--- src/sv/cdi_pkg.sv ---
`timescale 1ns / 1ps

package cdi_pkg;

    // Denomination table, smallest first: 1, 5, 10, 50
    localparam int NUM_DENOMS  = 4;
    localparam int DENOM_IDX_W = 2;
    localparam int DENOM_W     = 6;
    localparam int AMOUNT_W    = 12;
    localparam int GIVE_W      = 8;
    localparam int GIVE_MAX    = 255;

    // Division by a denomination: q = (rem * RECIP) >> RECIP_SHIFT, exact for 12-bit rem
    localparam int RECIP_SHIFT = 18;
    localparam int RECIP_W     = 19;
    localparam int PROD_W      = AMOUNT_W + RECIP_W;

    typedef logic [DENOM_W-1:0] denom_t;
    typedef logic [RECIP_W-1:0] recip_t;

    localparam denom_t DENOM_VALUE [NUM_DENOMS] = '{6'd1, 6'd5, 6'd10, 6'd50};
    localparam recip_t DENOM_RECIP [NUM_DENOMS] =
        '{19'd262144, 19'd52429, 19'd26215, 19'd5243};
    localparam int unsigned DENOM_RESET [NUM_DENOMS] = '{30, 10, 8, 2};

    typedef enum logic [1:0] {
        STATUS_OK          = 2'd0,
        STATUS_NOTE_REJECT = 2'd1,
        STATUS_PAY_SHORT   = 2'd2,
        STATUS_NO_CHANGE   = 2'd3
    } status_t;

    // Datapath operations selected by the control word
    typedef enum logic [2:0] {
        OP_WAIT,
        OP_CHECK,
        OP_QUOT,
        OP_TAKE,
        OP_SETTLE,
        OP_LOAD,
        OP_EMIT
    } op_t;

    // Jump conditions
    typedef enum logic [2:0] {
        COND_NONE,
        COND_ALWAYS,
        COND_NOT_ACCEPT,
        COND_LOAD_MODE,
        COND_SHORT,
        COND_MORE_DENOMS,
        COND_OUT_BUSY
    } cond_t;

    typedef logic [2:0] step_t;

    typedef struct packed {
        op_t   op;
        cond_t cond;
        step_t target;
        logic  last;
    } ucode_t;

    // Status flags from datapath to sequencer
    typedef struct packed {
        logic accept;
        logic load_mode;
        logic pay_short;
        logic more_denoms;
        logic out_busy;
    } dp_flags_t;

endpackage

--- src/sv/cdi_seq.sv ---
`timescale 1ns / 1ps

module cdi_seq (
    input  logic              aclk,
    input  logic              aresetn,
    input  cdi_pkg::dp_flags_t flags,
    output cdi_pkg::op_t      op
);
    import cdi_pkg::*;

    localparam step_t STEP_WAIT   = 3'd0;
    localparam step_t STEP_CHECK  = 3'd1;
    localparam step_t STEP_QUOT   = 3'd2;
    localparam step_t STEP_TAKE   = 3'd3;
    localparam step_t STEP_SETTLE = 3'd4;
    localparam step_t STEP_LOAD   = 3'd5;
    localparam step_t STEP_EMIT   = 3'd6;

    // Control store
    function automatic ucode_t ucode_rom(input step_t step);
        ucode_t w;
        case (step)
            STEP_WAIT:   w = '{OP_WAIT,   COND_NOT_ACCEPT,  STEP_WAIT,   1'b0};
            STEP_CHECK:  w = '{OP_CHECK,  COND_LOAD_MODE,   STEP_LOAD,   1'b0};
            STEP_QUOT:   w = '{OP_QUOT,   COND_SHORT,       STEP_EMIT,   1'b0};
            STEP_TAKE:   w = '{OP_TAKE,   COND_MORE_DENOMS, STEP_QUOT,   1'b0};
            STEP_SETTLE: w = '{OP_SETTLE, COND_ALWAYS,      STEP_EMIT,   1'b0};
            STEP_LOAD:   w = '{OP_LOAD,   COND_NONE,        STEP_WAIT,   1'b0};
            STEP_EMIT:   w = '{OP_EMIT,   COND_OUT_BUSY,    STEP_EMIT,   1'b1};
            default:     w = '{OP_WAIT,   COND_ALWAYS,      STEP_WAIT,   1'b0};
        endcase
        return w;
    endfunction

    step_t  step_reg;
    step_t  step_next;
    ucode_t word;
    logic   jump;

    assign word = ucode_rom(step_reg);
    assign op   = word.op;

    // Evaluate the jump condition
    always_comb begin
        case (word.cond)
            COND_NONE:        jump = 1'b0;
            COND_ALWAYS:      jump = 1'b1;
            COND_NOT_ACCEPT:  jump = !flags.accept;
            COND_LOAD_MODE:   jump = flags.load_mode;
            COND_SHORT:       jump = flags.pay_short;
            COND_MORE_DENOMS: jump = flags.more_denoms;
            COND_OUT_BUSY:    jump = flags.out_busy;
            default:          jump = 1'b0;
        endcase
    end

    // Advance the step counter
    always_comb begin
        if (jump) begin
            step_next = word.target;
        end else if (word.last) begin
            step_next = STEP_WAIT;
        end else begin
            step_next = step_reg + 3'd1;
        end
    end

    always_ff @(posedge aclk) begin
        if (!aresetn) begin
            step_reg <= STEP_WAIT;
        end else begin
            step_reg <= step_next;
        end
    end

endmodule

--- src/sv/cdi_datapath.sv ---
`timescale 1ns / 1ps

module cdi_datapath #(
    parameter int COUNT_WIDTH = 8
) (
    input  logic               aclk,
    input  logic               aresetn,
    input  cdi_pkg::op_t       op,
    output cdi_pkg::dp_flags_t flags,
    input  logic               s_valid,
    output logic               s_ready,
    input  logic               s_mode,
    input  logic [7:0]         s_note_value,
    input  logic [11:0]        s_price,
    input  logic [11:0]        s_paid,
    output logic               m_valid,
    input  logic               m_ready,
    output logic [1:0]         m_status,
    output logic [11:0]        m_change_total,
    output logic [7:0]         m_give_fifties,
    output logic [7:0]         m_give_tens,
    output logic [7:0]         m_give_fives,
    output logic [7:0]         m_give_ones
);
    import cdi_pkg::*;

    localparam int unsigned COUNT_MAX = (1 << COUNT_WIDTH) - 1;
    localparam int CMP_W = (COUNT_WIDTH > AMOUNT_W) ? COUNT_WIDTH : AMOUNT_W;

    typedef logic [COUNT_WIDTH-1:0] count_t;
    typedef logic [GIVE_W-1:0]      give_t;

    // Captured item
    logic                  mode_reg;
    logic [7:0]            note_reg;
    logic [AMOUNT_W-1:0]   price_reg;
    logic [AMOUNT_W-1:0]   paid_reg;

    // Working state
    count_t                stock_reg  [NUM_DENOMS];
    count_t                stock_next [NUM_DENOMS];
    give_t                 take_reg   [NUM_DENOMS];
    give_t                 take_next  [NUM_DENOMS];
    logic [DENOM_IDX_W-1:0] d_reg;
    logic [DENOM_IDX_W-1:0] d_next;
    logic [AMOUNT_W-1:0]   rem_reg;
    logic [AMOUNT_W-1:0]   rem_next;
    logic [AMOUNT_W-1:0]   change_reg;
    logic [AMOUNT_W-1:0]   change_next;
    logic [PROD_W-1:0]     prod_reg;
    logic [PROD_W-1:0]     prod_next;
    logic                  short_reg;
    logic                  short_next;
    status_t               status_reg;
    status_t               status_next;

    // Output register
    logic                  m_valid_reg;
    logic                  m_valid_next;
    status_t               out_status_reg;
    logic [AMOUNT_W-1:0]   out_change_reg;
    give_t                 out_take_reg [NUM_DENOMS];

    logic                  accept;
    logic                  out_free;
    logic [AMOUNT_W-1:0]   quot;
    logic [CMP_W-1:0]      quot_ext;
    logic [CMP_W-1:0]      stock_ext;
    logic [CMP_W-1:0]      lim;
    give_t                 n_take;
    logic [AMOUNT_W+1:0]   n_times_d;
    logic                  note_hit;
    logic [DENOM_IDX_W-1:0] note_idx;

    assign s_ready  = (op == OP_WAIT);
    assign accept   = s_valid && s_ready;
    assign out_free = !m_valid_reg || m_ready;

    assign flags.accept      = accept;
    assign flags.load_mode   = !mode_reg;
    assign flags.pay_short   = short_reg;
    assign flags.more_denoms = (d_reg != '0);
    assign flags.out_busy    = !out_free;

    // Greedy step: notes of this denomination, capped by stock and field range
    assign quot      = prod_reg[RECIP_SHIFT +: AMOUNT_W];
    assign quot_ext  = CMP_W'(quot);
    assign stock_ext = CMP_W'(stock_reg[d_reg]);
    assign lim       = (quot_ext < stock_ext) ? quot_ext : stock_ext;
    assign n_take    = (lim > CMP_W'(GIVE_MAX)) ? give_t'(GIVE_MAX) : lim[GIVE_W-1:0];
    assign n_times_d = {6'd0, n_take} * {8'd0, DENOM_VALUE[d_reg]};

    // Match the offered note against the denominations
    always_comb begin
        note_hit = 1'b0;
        note_idx = '0;
        for (int i = 0; i < NUM_DENOMS; i++) begin
            if (note_reg == {2'b00, DENOM_VALUE[i]}) begin
                note_hit = 1'b1;
                note_idx = DENOM_IDX_W'(i);
            end
        end
    end

    // Execute the current operation
    always_comb begin
        d_next       = d_reg;
        rem_next     = rem_reg;
        change_next  = change_reg;
        prod_next    = prod_reg;
        short_next   = short_reg;
        status_next  = status_reg;
        m_valid_next = m_valid_reg;
        for (int i = 0; i < NUM_DENOMS; i++) begin
            stock_next[i] = stock_reg[i];
            take_next[i]  = take_reg[i];
        end

        if (m_ready) begin
            m_valid_next = 1'b0;
        end

        case (op)
            OP_CHECK: begin
                short_next  = (price_reg > paid_reg);
                rem_next    = paid_reg - price_reg;
                change_next = (price_reg > paid_reg) ? '0 : paid_reg - price_reg;
                status_next = (price_reg > paid_reg) ? STATUS_PAY_SHORT : STATUS_OK;
                d_next      = DENOM_IDX_W'(NUM_DENOMS - 1);
                for (int i = 0; i < NUM_DENOMS; i++) begin
                    take_next[i] = '0;
                end
            end
            OP_QUOT: begin
                prod_next = PROD_W'(rem_reg) * PROD_W'(DENOM_RECIP[d_reg]);
            end
            OP_TAKE: begin
                take_next[d_reg] = n_take;
                rem_next         = rem_reg - n_times_d[AMOUNT_W-1:0];
                d_next           = d_reg - 1'b1;
            end
            OP_SETTLE: begin
                if (rem_reg != '0) begin
                    status_next = STATUS_NO_CHANGE;
                    change_next = '0;
                    for (int i = 0; i < NUM_DENOMS; i++) begin
                        take_next[i] = '0;
                    end
                end else begin
                    for (int i = 0; i < NUM_DENOMS; i++) begin
                        stock_next[i] = stock_reg[i] - COUNT_WIDTH'(take_reg[i]);
                    end
                end
            end
            OP_LOAD: begin
                change_next = '0;
                for (int i = 0; i < NUM_DENOMS; i++) begin
                    take_next[i] = '0;
                end
                if (note_hit) begin
                    status_next = STATUS_OK;
                    if (stock_reg[note_idx] != count_t'(COUNT_MAX)) begin
                        stock_next[note_idx] = stock_reg[note_idx] + 1'b1;
                    end
                end else begin
                    status_next = STATUS_NOTE_REJECT;
                end
            end
            OP_EMIT: begin
                if (out_free) begin
                    m_valid_next = 1'b1;
                end
            end
            default: begin
            end
        endcase
    end

    // Control and stock registers
    always_ff @(posedge aclk) begin
        if (!aresetn) begin
            m_valid_reg <= 1'b0;
            d_reg       <= '0;
            short_reg   <= 1'b0;
            for (int i = 0; i < NUM_DENOMS; i++) begin
                stock_reg[i] <= count_t'((DENOM_RESET[i] < COUNT_MAX) ?
                                         DENOM_RESET[i] : COUNT_MAX);
            end
        end else begin
            m_valid_reg <= m_valid_next;
            d_reg       <= d_next;
            short_reg   <= short_next;
            for (int i = 0; i < NUM_DENOMS; i++) begin
                stock_reg[i] <= stock_next[i];
            end
        end
    end

    // Payload registers
    always_ff @(posedge aclk) begin
        if (accept) begin
            mode_reg  <= s_mode;
            note_reg  <= s_note_value;
            price_reg <= s_price;
            paid_reg  <= s_paid;
        end
        rem_reg    <= rem_next;
        change_reg <= change_next;
        prod_reg   <= prod_next;
        status_reg <= status_next;
        for (int i = 0; i < NUM_DENOMS; i++) begin
            take_reg[i] <= take_next[i];
        end
        if (op == OP_EMIT && out_free) begin
            out_status_reg <= status_reg;
            out_change_reg <= change_reg;
            for (int i = 0; i < NUM_DENOMS; i++) begin
                out_take_reg[i] <= take_reg[i];
            end
        end
    end

    assign m_valid        = m_valid_reg;
    assign m_status       = out_status_reg;
    assign m_change_total = out_change_reg;
    assign m_give_fifties = out_take_reg[3];
    assign m_give_tens    = out_take_reg[2];
    assign m_give_fives   = out_take_reg[1];
    assign m_give_ones    = out_take_reg[0];

endmodule

--- src/sv/change_dispenser_with_inventory.sv ---
`timescale 1ns / 1ps
// Load item or short-paid purchase: WAIT, CHECK, then LOAD or QUOT, then EMIT.
// Other purchase item: WAIT, CHECK, a QUOT and TAKE pair per denomination, SETTLE, EMIT.
// The purchase path is set by the greedy loop: two control steps per denomination, four
// denominations, on one shared reciprocal multiplier. A finished result waits in the output
// register, so the next item is taken, back in WAIT, while it is still pending.
// Synchronous active-low reset loads stock 30, 10, 8, 2 (1, 5, 10, 50), capped to the count range.

module change_dispenser_with_inventory #(
    parameter int COUNT_WIDTH = 8
) (
    input  logic        aclk,
    input  logic        aresetn,
    input  logic        s_valid,
    output logic        s_ready,
    input  logic        s_mode,
    input  logic [7:0]  s_note_value,
    input  logic [11:0] s_price,
    input  logic [11:0] s_paid,
    output logic        m_valid,
    input  logic        m_ready,
    output logic [1:0]  m_status,
    output logic [11:0] m_change_total,
    output logic [7:0]  m_give_fifties,
    output logic [7:0]  m_give_tens,
    output logic [7:0]  m_give_fives,
    output logic [7:0]  m_give_ones
);
    import cdi_pkg::*;

    op_t       op;
    dp_flags_t flags;

    // Microcode sequencer
    cdi_seq u_seq (
        .aclk    (aclk),
        .aresetn (aresetn),
        .flags   (flags),
        .op      (op)
    );

    // Stock, greedy arithmetic and output register
    cdi_datapath #(
        .COUNT_WIDTH (COUNT_WIDTH)
    ) u_datapath (
        .aclk           (aclk),
        .aresetn        (aresetn),
        .op             (op),
        .flags          (flags),
        .s_valid        (s_valid),
        .s_ready        (s_ready),
        .s_mode         (s_mode),
        .s_note_value   (s_note_value),
        .s_price        (s_price),
        .s_paid         (s_paid),
        .m_valid        (m_valid),
        .m_ready        (m_ready),
        .m_status       (m_status),
        .m_change_total (m_change_total),
        .m_give_fifties (m_give_fifties),
        .m_give_tens    (m_give_tens),
        .m_give_fives   (m_give_fives),
        .m_give_ones    (m_give_ones)
    );

endmodule

--- config.mk ---
export PLATFORM = sky130hd
export DESIGN_NAME = change_dispenser_with_inventory
export DESIGN_NICKNAME = d
export VERILOG_FILES = /design/src/sv/cdi_pkg.sv /design/src/sv/cdi_seq.sv /design/src/sv/cdi_datapath.sv /design/src/sv/change_dispenser_with_inventory.sv
export SDC_FILE = /design/constraint.sdc
export NUM_CORES = 1
export LEC_CHECK = 0
export BUFFER_PORTS_ARGS = -buffer_cell sky130_fd_sc_hd__buf_2
export CAP_MARGIN = 25
export CORE_ASPECT_RATIO = 0.5
export CORE_MARGIN = 2
export CORE_UTILIZATION = 35
export CTS_CLUSTER_DIAMETER = 150
export DETAILED_ROUTE_END_ITERATION = 8
export PLACE_DENSITY_LB_ADDON = 0.12
export SYNTH_ARGS = -nofsm -noshare
export SYNTH_HDL_FRONTEND = slang
export SYNTH_SLANG_ARGS = --single-unit
--- constraint.sdc ---
create_clock -name aclk -period 18.3 [get_ports aclk]
set_clock_uncertainty 0.15 [all_clocks]
set_input_delay 1.83 -clock aclk [delete_from_list [all_inputs] [get_ports aclk]]
set_output_delay 1.83 -clock aclk [all_outputs]
set_load 0.005 [all_outputs]
Yosys cells after proc, flatten, opt, wreduce, memory -nomap -nowiden
Memory sizes are Yosys's and may differ from the RTL's. A register that Yosys moved wholly into a read port is not among the register bits.
Cells that the tools add are included.
- word-level logic and storage cells: 135
- memories kept: 3
- bits in registers: 110
- bits in read-only memories: 0
- memory bits (writable): 96
- output and inout port bits: 48
- latch bits: 0
- bitwise gates (word level): 6
- reduce and logical (&&, ||, !) cells: 17
- muxes and demuxes: 53
- equality and inequality tests: 24
- magnitude comparators: 7
- multipliers: 2
- shift-type cells: 0
- $add $sub $neg: 9
- div/mod/pow operators: 0
- memories (memory ; words ; bits a word ; rd ports ; clocked after memory_dff ; write ports ; RTL line ; RTL):
    u_datapath.out_take_reg ; 4 ; 8 ; 4 ; 0 ; 4 ; cdi_datapath.sv:62 ; give_t out_take_reg [NUM_DENOMS];
    u_datapath.stock_reg ; 4 ; 8 ; 6 ; 1 ; 4 ; cdi_datapath.sv:40 ; count_t stock_reg [NUM_DENOMS];
    u_datapath.take_reg ; 4 ; 8 ; 4 ; 0 ; 4 ; cdi_datapath.sv:42 ; give_t take_reg [NUM_DENOMS];
- operators with widths (cell ; number):
    32-bit 2-to-1 mux ; 4
    32-bit case mux with 3 select lines ; 1
    10-bit case mux with 7 select lines ; 1
    32-bit bitwise mux ; 2
    32-bit case mux with 2 select lines ; 1
    8-bit 2-to-1 mux ; 7
    19-bit binary-select mux with 2-bit select ; 1
    19-bit 2-to-1 mux ; 2
    12-bit 2-to-1 mux ; 3
    12-bit case mux with 3 select lines ; 1
    8-bit demux with 2-bit select ; 2
    8-bit subtractor ; 4
    12-bit by 19-bit multiplier with 30-bit output ; 1
    3-bit equality test, second input constant ; 9
    12-bit case mux with 2 select lines ; 1
    12-bit subtractor ; 2
    3-bit by 2-bit equality test with 1-bit output, second input constant ; 6
    1-bit 2-to-1 mux ; 13
    6-bit binary-select mux with 2-bit select ; 1
    12-bit greater-than comparator ; 1
    12-bit by 8-bit greater-than comparator with 1-bit output, second input constant ; 1
    12-bit by 8-bit < comparator with 1-bit output ; 1
    8-bit by 6-bit multiplier with 12-bit output ; 1
    2-bit 2-to-1 mux ; 6
    28 further kinds ; 46

Longest topological paths before layout
Gate-level depths: netlist of run 1.
- word-level depth: 14
- mapped depth: 28

By module
A second synthesis of run 1 with hierarchy kept.
- cell total of the unflattened synthesis: 1729
- area total of the unflattened synthesis: 17380.4 sq um
- by module, submodules not included (module ; seq. area each (sq um) ; instances ; cells each ; area an instance (sq um)):
    cdi_datapath ; 5235.0 ; 1 ; 1675 ; 16980.0
    cdi_seq ; 60.1 ; 1 ; 54 ; 400.4

Least setup slack after synthesis of run 1
OpenSTA, ideal clock, no wires.
- kind: register -> register
- start: register (tool-made name)
- end: register u_datapath.rem_reg[11], data pin
- path buffers: 2
- stages on the path, launching flop included: 26
- clock period less this slack: 6726 ps
- data required time: 17876 ps
- setup slack: 11574 ps
- arrival: 6302 ps
- path through: dfxtp_1 -> buf_2 -> mux4_2 -> inv_1 -> ha_1 -> a21o_1 -> a21o_1 -> a211oi_1 -> o21ai_0 -> buf_2 -> mux2i_1 -> or2_2 -> fa_1 -> fa_1 -> fa_1 -> inv_1 -> fa_1 -> inv_1 -> ha_1 -> and3_1 -> a211o_1 -> a21o_1 -> a21oi_1 -> o21ai_0 -> xnor2_1 -> o21ai_0
- RTL lines (item ; RTL line ; RTL):
    end signal: assignment ; cdi_datapath.sv:207 ; rem_reg <= rem_next;
    end: declaration ; cdi_datapath.sv:46 ; logic [AMOUNT_W-1:0] rem_reg;

==> reports/summary.txt, run 1 <==
Mapped Area: 17100 µm²
Root Driver: clkbuf_16
Full die area: 50600 µm²
Die width: 316 µm
Max frequency: 0.134 GHz
Yosys cell types: 70
DRT iter0 DRCs: 763
Syn-to-layout area delta: 9.57%
Via count: 11554
Initial antenna violation count: 1
Setup total negative slack: 0 ns
CTS Buf Count: 17
Synth Area per Inst: 10.3 µm²
Status: complete, no violations
Hold path cells: 0
Sequential-to-total area share from yosys stat: 31.0%
Initial Utilization: 35.3%
Ys async rst share: 0%
Met1 GRT Util: 27.5%
Clk_lat worst skew: 0.46 ns
Slew Limit Fails: 0
Yosys reg bits: 190
Fin crit share: 40.7%
Hold_buf cts: 0
Max Cap Viol: 0
Met3 Track Usage GR: 2.71%
Yosys warns: 0
FP Rows: 57
Slew @ Worst Pin: 0.769 ns
Vias in the first global route: 11852
Die H: 160 µm
Busiest grt layer: met2
# nets final: 2078
CP Max Fanout: 10
Core area: 48400 µm²
Crit end category: register
Routed len/inst: 18.8 µm
H-tree lvl count: 4
Hpwl dp: 35600 µm
Fin cells: 2374
Resized cells post-CTS: 0
Layout cells sized above 1: 10.7%
Primary FF master, synth: edfxtp_1
# setup viols final: 0
Hold Path Class: reg -> reg
Relative slew slack: 47.3%
CTS clk-pin slew, worst paths: 0.08 ns
Hold WS: 0.272 ns
Most frequent cells in the layout: inv_1, fa_1, ha_1
FF-to-FF path depth: 27
GRT overflow: 0
Final critical-path required period: 7.44 ns
DRC viols: 0
Setup bufs post-CTS: 0
Maximum clock path buffer count: 2
Detail Route Antenna Nets: 0
Mapped Nets: 2015
Overall routed net length: 44500 µm
First-pass GRT wire length: 70500 µm
RD Place Congestion: 0.847
Kind of critical path: reg -> reg
DR vias/cell: 4.87
TritonRoute pass-1 iters: 5
Syn Inst Count: 1649
CTS tree: built
I/O pin count: 85
CP Data Arrival Time: 7.46 ns
Util after Layout: 38.6%
Antenna cells: 0
Placed cell count: 2341
Critical Path RT: 18.32 ns
# port buffers: 84
Post-synth EDFFs: 149
Crit-path slowest cell: dfxtp_1
Most frequent standard cell in the layout excluding fill and tap cells: inv_1
Clock sink count: 190
Final Hold Vio Count: 0
Critical Path Source Type: register
Largest net degree at the start of global routing: 40
GRT Resource Usage Total: 18.4%
RSZ-0062 raised after global routing: false
Met2 Usage GRT: 28.0%
Slowest Stage Delay on Critical Path: 0.64 ns
[routing by layer]
| layer | part of all wire (%) | vias to the layer above | wire [µm] |
|---|---|---|---|
| met2 | 45 | 236 | 20100 |
| li1 | - | 5612 | - |
| met1 | 50 | 5677 | 22300 |
| met3 | 3.5 | 29 | 1560 |
| met5 | 0 | - | 0 |
| met4 | 1.3 | 0 | 564 |
[synthesized netlist by cell type, types with 3 or more instances]
| cell type | n | area, µm² |
|---|---|---|
| inv_1 | 307 | 1150 |
| fa_1 | 169 | 3380 |
| ha_1 | 160 | 2000 |
| edfxtp_1 | 149 | 4470 |
| nor2_1 | 120 | 450 |
| nand2_1 | 90 | 338 |
| a21oi_1 | 51 | 255 |
| o21ai_0 | 51 | 255 |
| and2_1 | 48 | 300 |
| clkbuf_1 | 44 | 165 |
| xnor2_1 | 43 | 377 |
| dfxtp_1 | 41 | 821 |
| a211oi_1 | 37 | 278 |
| nor2b_1 | 34 | 213 |
| xor2_1 | 33 | 289 |
| nand2b_1 | 30 | 188 |
| nand3_1 | 18 | 90.1 |
| nor3_1 | 18 | 90.1 |
| mux2i_1 | 16 | 160 |
| o211a_1 | 15 | 150 |
| a21o_1 | 13 | 97.6 |
| o221ai_1 | 12 | 105 |
| o22ai_1 | 12 | 75.1 |
| or2_2 | 11 | 68.8 |
| a21boi_0 | 10 | 75.1 |
| o211ai_1 | 10 | 75.1 |
| a31oi_1 | 8 | 50.1 |
| mux4_2 | 8 | 180 |
| buf_6 | 7 | 78.8 |
| a311oi_1 | 5 | 43.8 |
| clkbuf_8 | 5 | 68.8 |
| o21a_1 | 5 | 37.5 |
| and3_1 | 4 | 25.0 |
| buf_2 | 4 | 20.0 |
| o31ai_1 | 4 | 30.0 |
| a311oi_2 | 3 | 45.0 |
| mux2_2 | 3 | 33.8 |
| nand4_1 | 3 | 18.8 |
| nor4_1 | 3 | 18.8 |
| o32ai_1 | 3 | 26.3 |
[cell type report]
type	instances	area, µm²
fill	4860	29700
multi-input combinational	1089	10200
sequential	190	5300
inverter	307	1150
tap	649	812
timing repair buffer	107	609
clock buffer	17	425
clock inverter	15	165
[stage by stage]
step	setup slack [ns]	area [µm²]
CTS	10.42	18700
finish	10.86	18700
detailed placement	10.47	18100
global placement	10.63	18100
global route	10.35	18700
floorplan	11.57	17100
[worst max-delay path, delay by kind of cell, from the launching register on]
family	cells	cell delay [ns]
buffers and inverters	5	0.64
adder cells (fa/ha/maj)	6	2.34
AND/OR/NAND/NOR	3	0.54
AO/OA/AOI/OAI	9	1.76
multiplexers	2	0.85
flip-flops	1	0.64
XOR/XNOR	2	0.23
[path summary, 6_finish.rpt]
kind / from / to / slack (ns)
setup / recovery: register / u_datapath.rem_reg[11] / 10.86
hold / removal: u_datapath.status_reg[0] / u_datapath.m_status[0] / 0.27
setup reg to reg: register / u_datapath.rem_reg[11] / 10.86
hold reg to reg: u_datapath.status_reg[0] / u_datapath.m_status[0] / 0.27
[kinds of logic after synthesis]
| family | Yosys count | share of synthesized area (%) |
|---|---|---|
| AOI/OAI and AO/OA | 262 | 10.7 |
| and+or+nand+nor | 395 | 11.5 |
| buffers and inverters | 370 | 9.15 |
| DFF | 190 | 31.0 |
| xor gates and xnor gates | 76 | 3.90 |
| adders and majority gates | 329 | 31.6 |
| muxes | 27 | 2.19 |
Power of run 1 is not shown: default switching activity piles up to over one toggle a cycle in this logic, so the estimate is an artifact.
==> inputs of run 2 (changes only) <==
Settings changed: ABC_AREA set to 1.
Clock period 18.3 ns to 6.2 ns, I/O delays scaled along.
==> run 2 against run 1 <==
Via count up 21%. Cell count rose by 22%. Setup slack got worse by 11 ns. Register-to-register slack worse by 11 ns. Maximum frequency increased by 25%. Largest cell class unchanged. First-iteration DRC count rose by 27%. Die area rose by 3.5%. Sequential share of layout area fell by 2.3 points. Synthesized cell count rose by 26%. Non-clock buffer count is 76 higher. Hold slack lost 0.093 ns. Routed wire length up 18%.
==> reports/summary.txt, run 2 <==
Yosys reg bits: 190
DR vias/cell: 4.81
Layout cells sized above 1: 12.9%
Relative slew slack: 31.3%
GRT overflow: 0
Fin cells: 2900
Synth top area share: 25.3%
DRC viols: 0
Initial Utilization: 35.3%
Antenna cells: 0
Hold wc startpoint: s_price[9]
Max frequency: 0.168 GHz
Root Driver: clkbuf_16
Syn-to-layout area delta: 15.3%
# setup viols final: 0
Primary FF master, synth: edfxtp_1
Yosys warns: 0
Sequential Area: 5300 µm²
Hpwl dp: 43100 µm
Placed cell count: 2861
First-pass GRT wire length: 81300 µm
# port buffers: 84
Slew Limit Fails: 0
Clk_lat worst skew: 0.46 ns
Full die area: 52400 µm²
Most frequent standard cell in the layout excluding fill and tap cells: inv_1
CTS clk-pin slew, worst paths: 0.08 ns
Post-synth EDFFs: 149
FF-to-FF path depth: 28
I/O pin count: 85
Most used cell, CP: nand2_1
Detail Route Antenna Nets: 0
Hold Path Class: in -> reg
Hold path cells: 1
Slowest Stage Delay on Critical Path: 0.57 ns
CTS Buf Count: 17
Via count: 13956
Largest net degree at the start of global routing: 47
Crit-path slowest cell: fa_1
Die H: 163 µm
DRT iter0 DRCs: 971
Final Worst Setup Slack: 0.241 ns
Worst hold endpoint: u_datapath.price_reg[9]
CP Max Fanout: 13
Largest area contributor in the netlist: edfxtp_1
Sequential-to-total area share from yosys stat: 30.0%
H-tree lvl count: 4
Critical Path Source Type: register
Area occupied by multi-input gates: 10600 µm²
Die width: 322 µm
R2r endpoint: u_datapath.rem_reg[10]
Maximum clock path buffer count: 2
Status: complete, no violations
Slew @ Worst Pin: 1.03 ns
Count leader, synth: inv_1
Yosys cell types: 49
Synth top area cells: edfxtp_1, fa_1, ha_1
FP Rows: 58
Mapped Nets: 2446
RD Place Congestion: 0.903
Kind of critical path: reg -> reg
Mapped Area: 17700 µm²
GRT Resource Usage Total: 20.5%
CTS tree: built
Core area: 50100 µm²
Clock sink count: 190
Final critical-path required period: 5.96 ns
Synth Area per Inst: 8.50 µm²
Initial antenna violation count: 0
Pre-CTS WS: 0.0150 ns
Overall routed net length: 52400 µm
TritonRoute pass-1 iters: 6
Vias in the first global route: 13872
Post-synth top cells: inv_1, nand2_1, nor2_1
Fin crit share: 96.1%
Most frequent cells in the layout: inv_1, nand2_1, fa_1
Final Hold Vio Count: 0
Syn Inst Count: 2080
Max Cap Viol: 0
R2r setup slk: 0.24 ns
RSZ-0062 raised after global routing: true
Ys async rst share: 0%
Crit end category: register
Routed len/inst: 18.1 µm
# nets final: 2594
CP Data Arrival Time: 5.99 ns
# fillers: 5203
Critical Path RT: 6.23 ns
run 2: per-stage QoR:
step / utilization, % / TNS [ns] / hold slack (ns) / area [µm²]
2_1_floorplan: - / 0 / 0.250 / 17700
3_3_place_gp: 38.8 / 0 / 0.260 / 19400
3_5_place_dp: 38.9 / 0 / 0.261 / 19500
4_1_cts: 40.0 / 0 / 0.156 / 20000
5_1_grt: 40.7 / -0.204 / 0.152 / 20400
6_report: 40.7 / 0 / 0.179 / 20400
run 2: critical path: cells and delay by family, from the launching register on:
family                   cells  cell delay [ns]
XOR/XNOR                     1             0.15
flip-flops                   1             0.38
AO/OA/AOI/OAI                9             1.19
AND/OR/NAND/NOR              8             0.89
adder cells (fa/ha/maj)      6             2.57
buffers and inverters        4             0.36
run 2: worst max-delay path by stage:
stage,slack [ns],startpoint,depth (start not counted),end
2_1_floorplan,0.04,register,31,u_datapath.rem_reg[10]
3_3_place_gp,0.07,register,31,u_datapath.rem_reg[10]
3_5_place_dp,0.02,register,31,u_datapath.rem_reg[10]
4_1_cts,0.02,register,29,u_datapath.rem_reg[10]
5_1_grt,-0.08,register,28,u_datapath.rem_reg[10]
6_report,0.24,register,28,u_datapath.rem_reg[10]
run 2: layout make-up:
type                    instances  area share [%]
inverters                     490            9.04
flip-flops and latches        190            26.0
clock inverters                14           0.725
repair buffers                183            6.20
clock buffers                  17            2.09
multi-input cells            1346            51.9
well taps                     660            4.05
run 2: repair_timing:
action                     in CTS  in global routing
buffers inserted                0                  4
resized for setup               1                 64
pin swaps                       0                 16
gates cloned                    0                  3
setup endpoints to repair       1                 12
hold buffers                    0                  0
hold endpoints to repair        0                  0
run 2: routing by layer:
| metal | vias up | track usage [%] | share of wire, % |
|---|---|---|---|
| met1 | 6788 | 29.8 | 50 |
| met5 | - | 0 | 0 |
| met2 | 273 | 32.8 | 45 |
| li1 | 6845 | - | - |
| met3 | 50 | 2.30 | 3.6 |
| met4 | 0 | 4.48 | 1.6 |
run 2: kinds of logic (layout without fill, tap and decap cells):
group	after synthesis	after routing	synth area share [%]
xor+xnor	52	52	2.58
flops	190	190	30.0
buf+inv	545	704	11.8
compound gates	262	262	8.24
mux	1	1	0.0566
fa+ha+maj	329	329	30.5
simple gates	701	702	16.9
Power of run 2 is left out for the same reason.
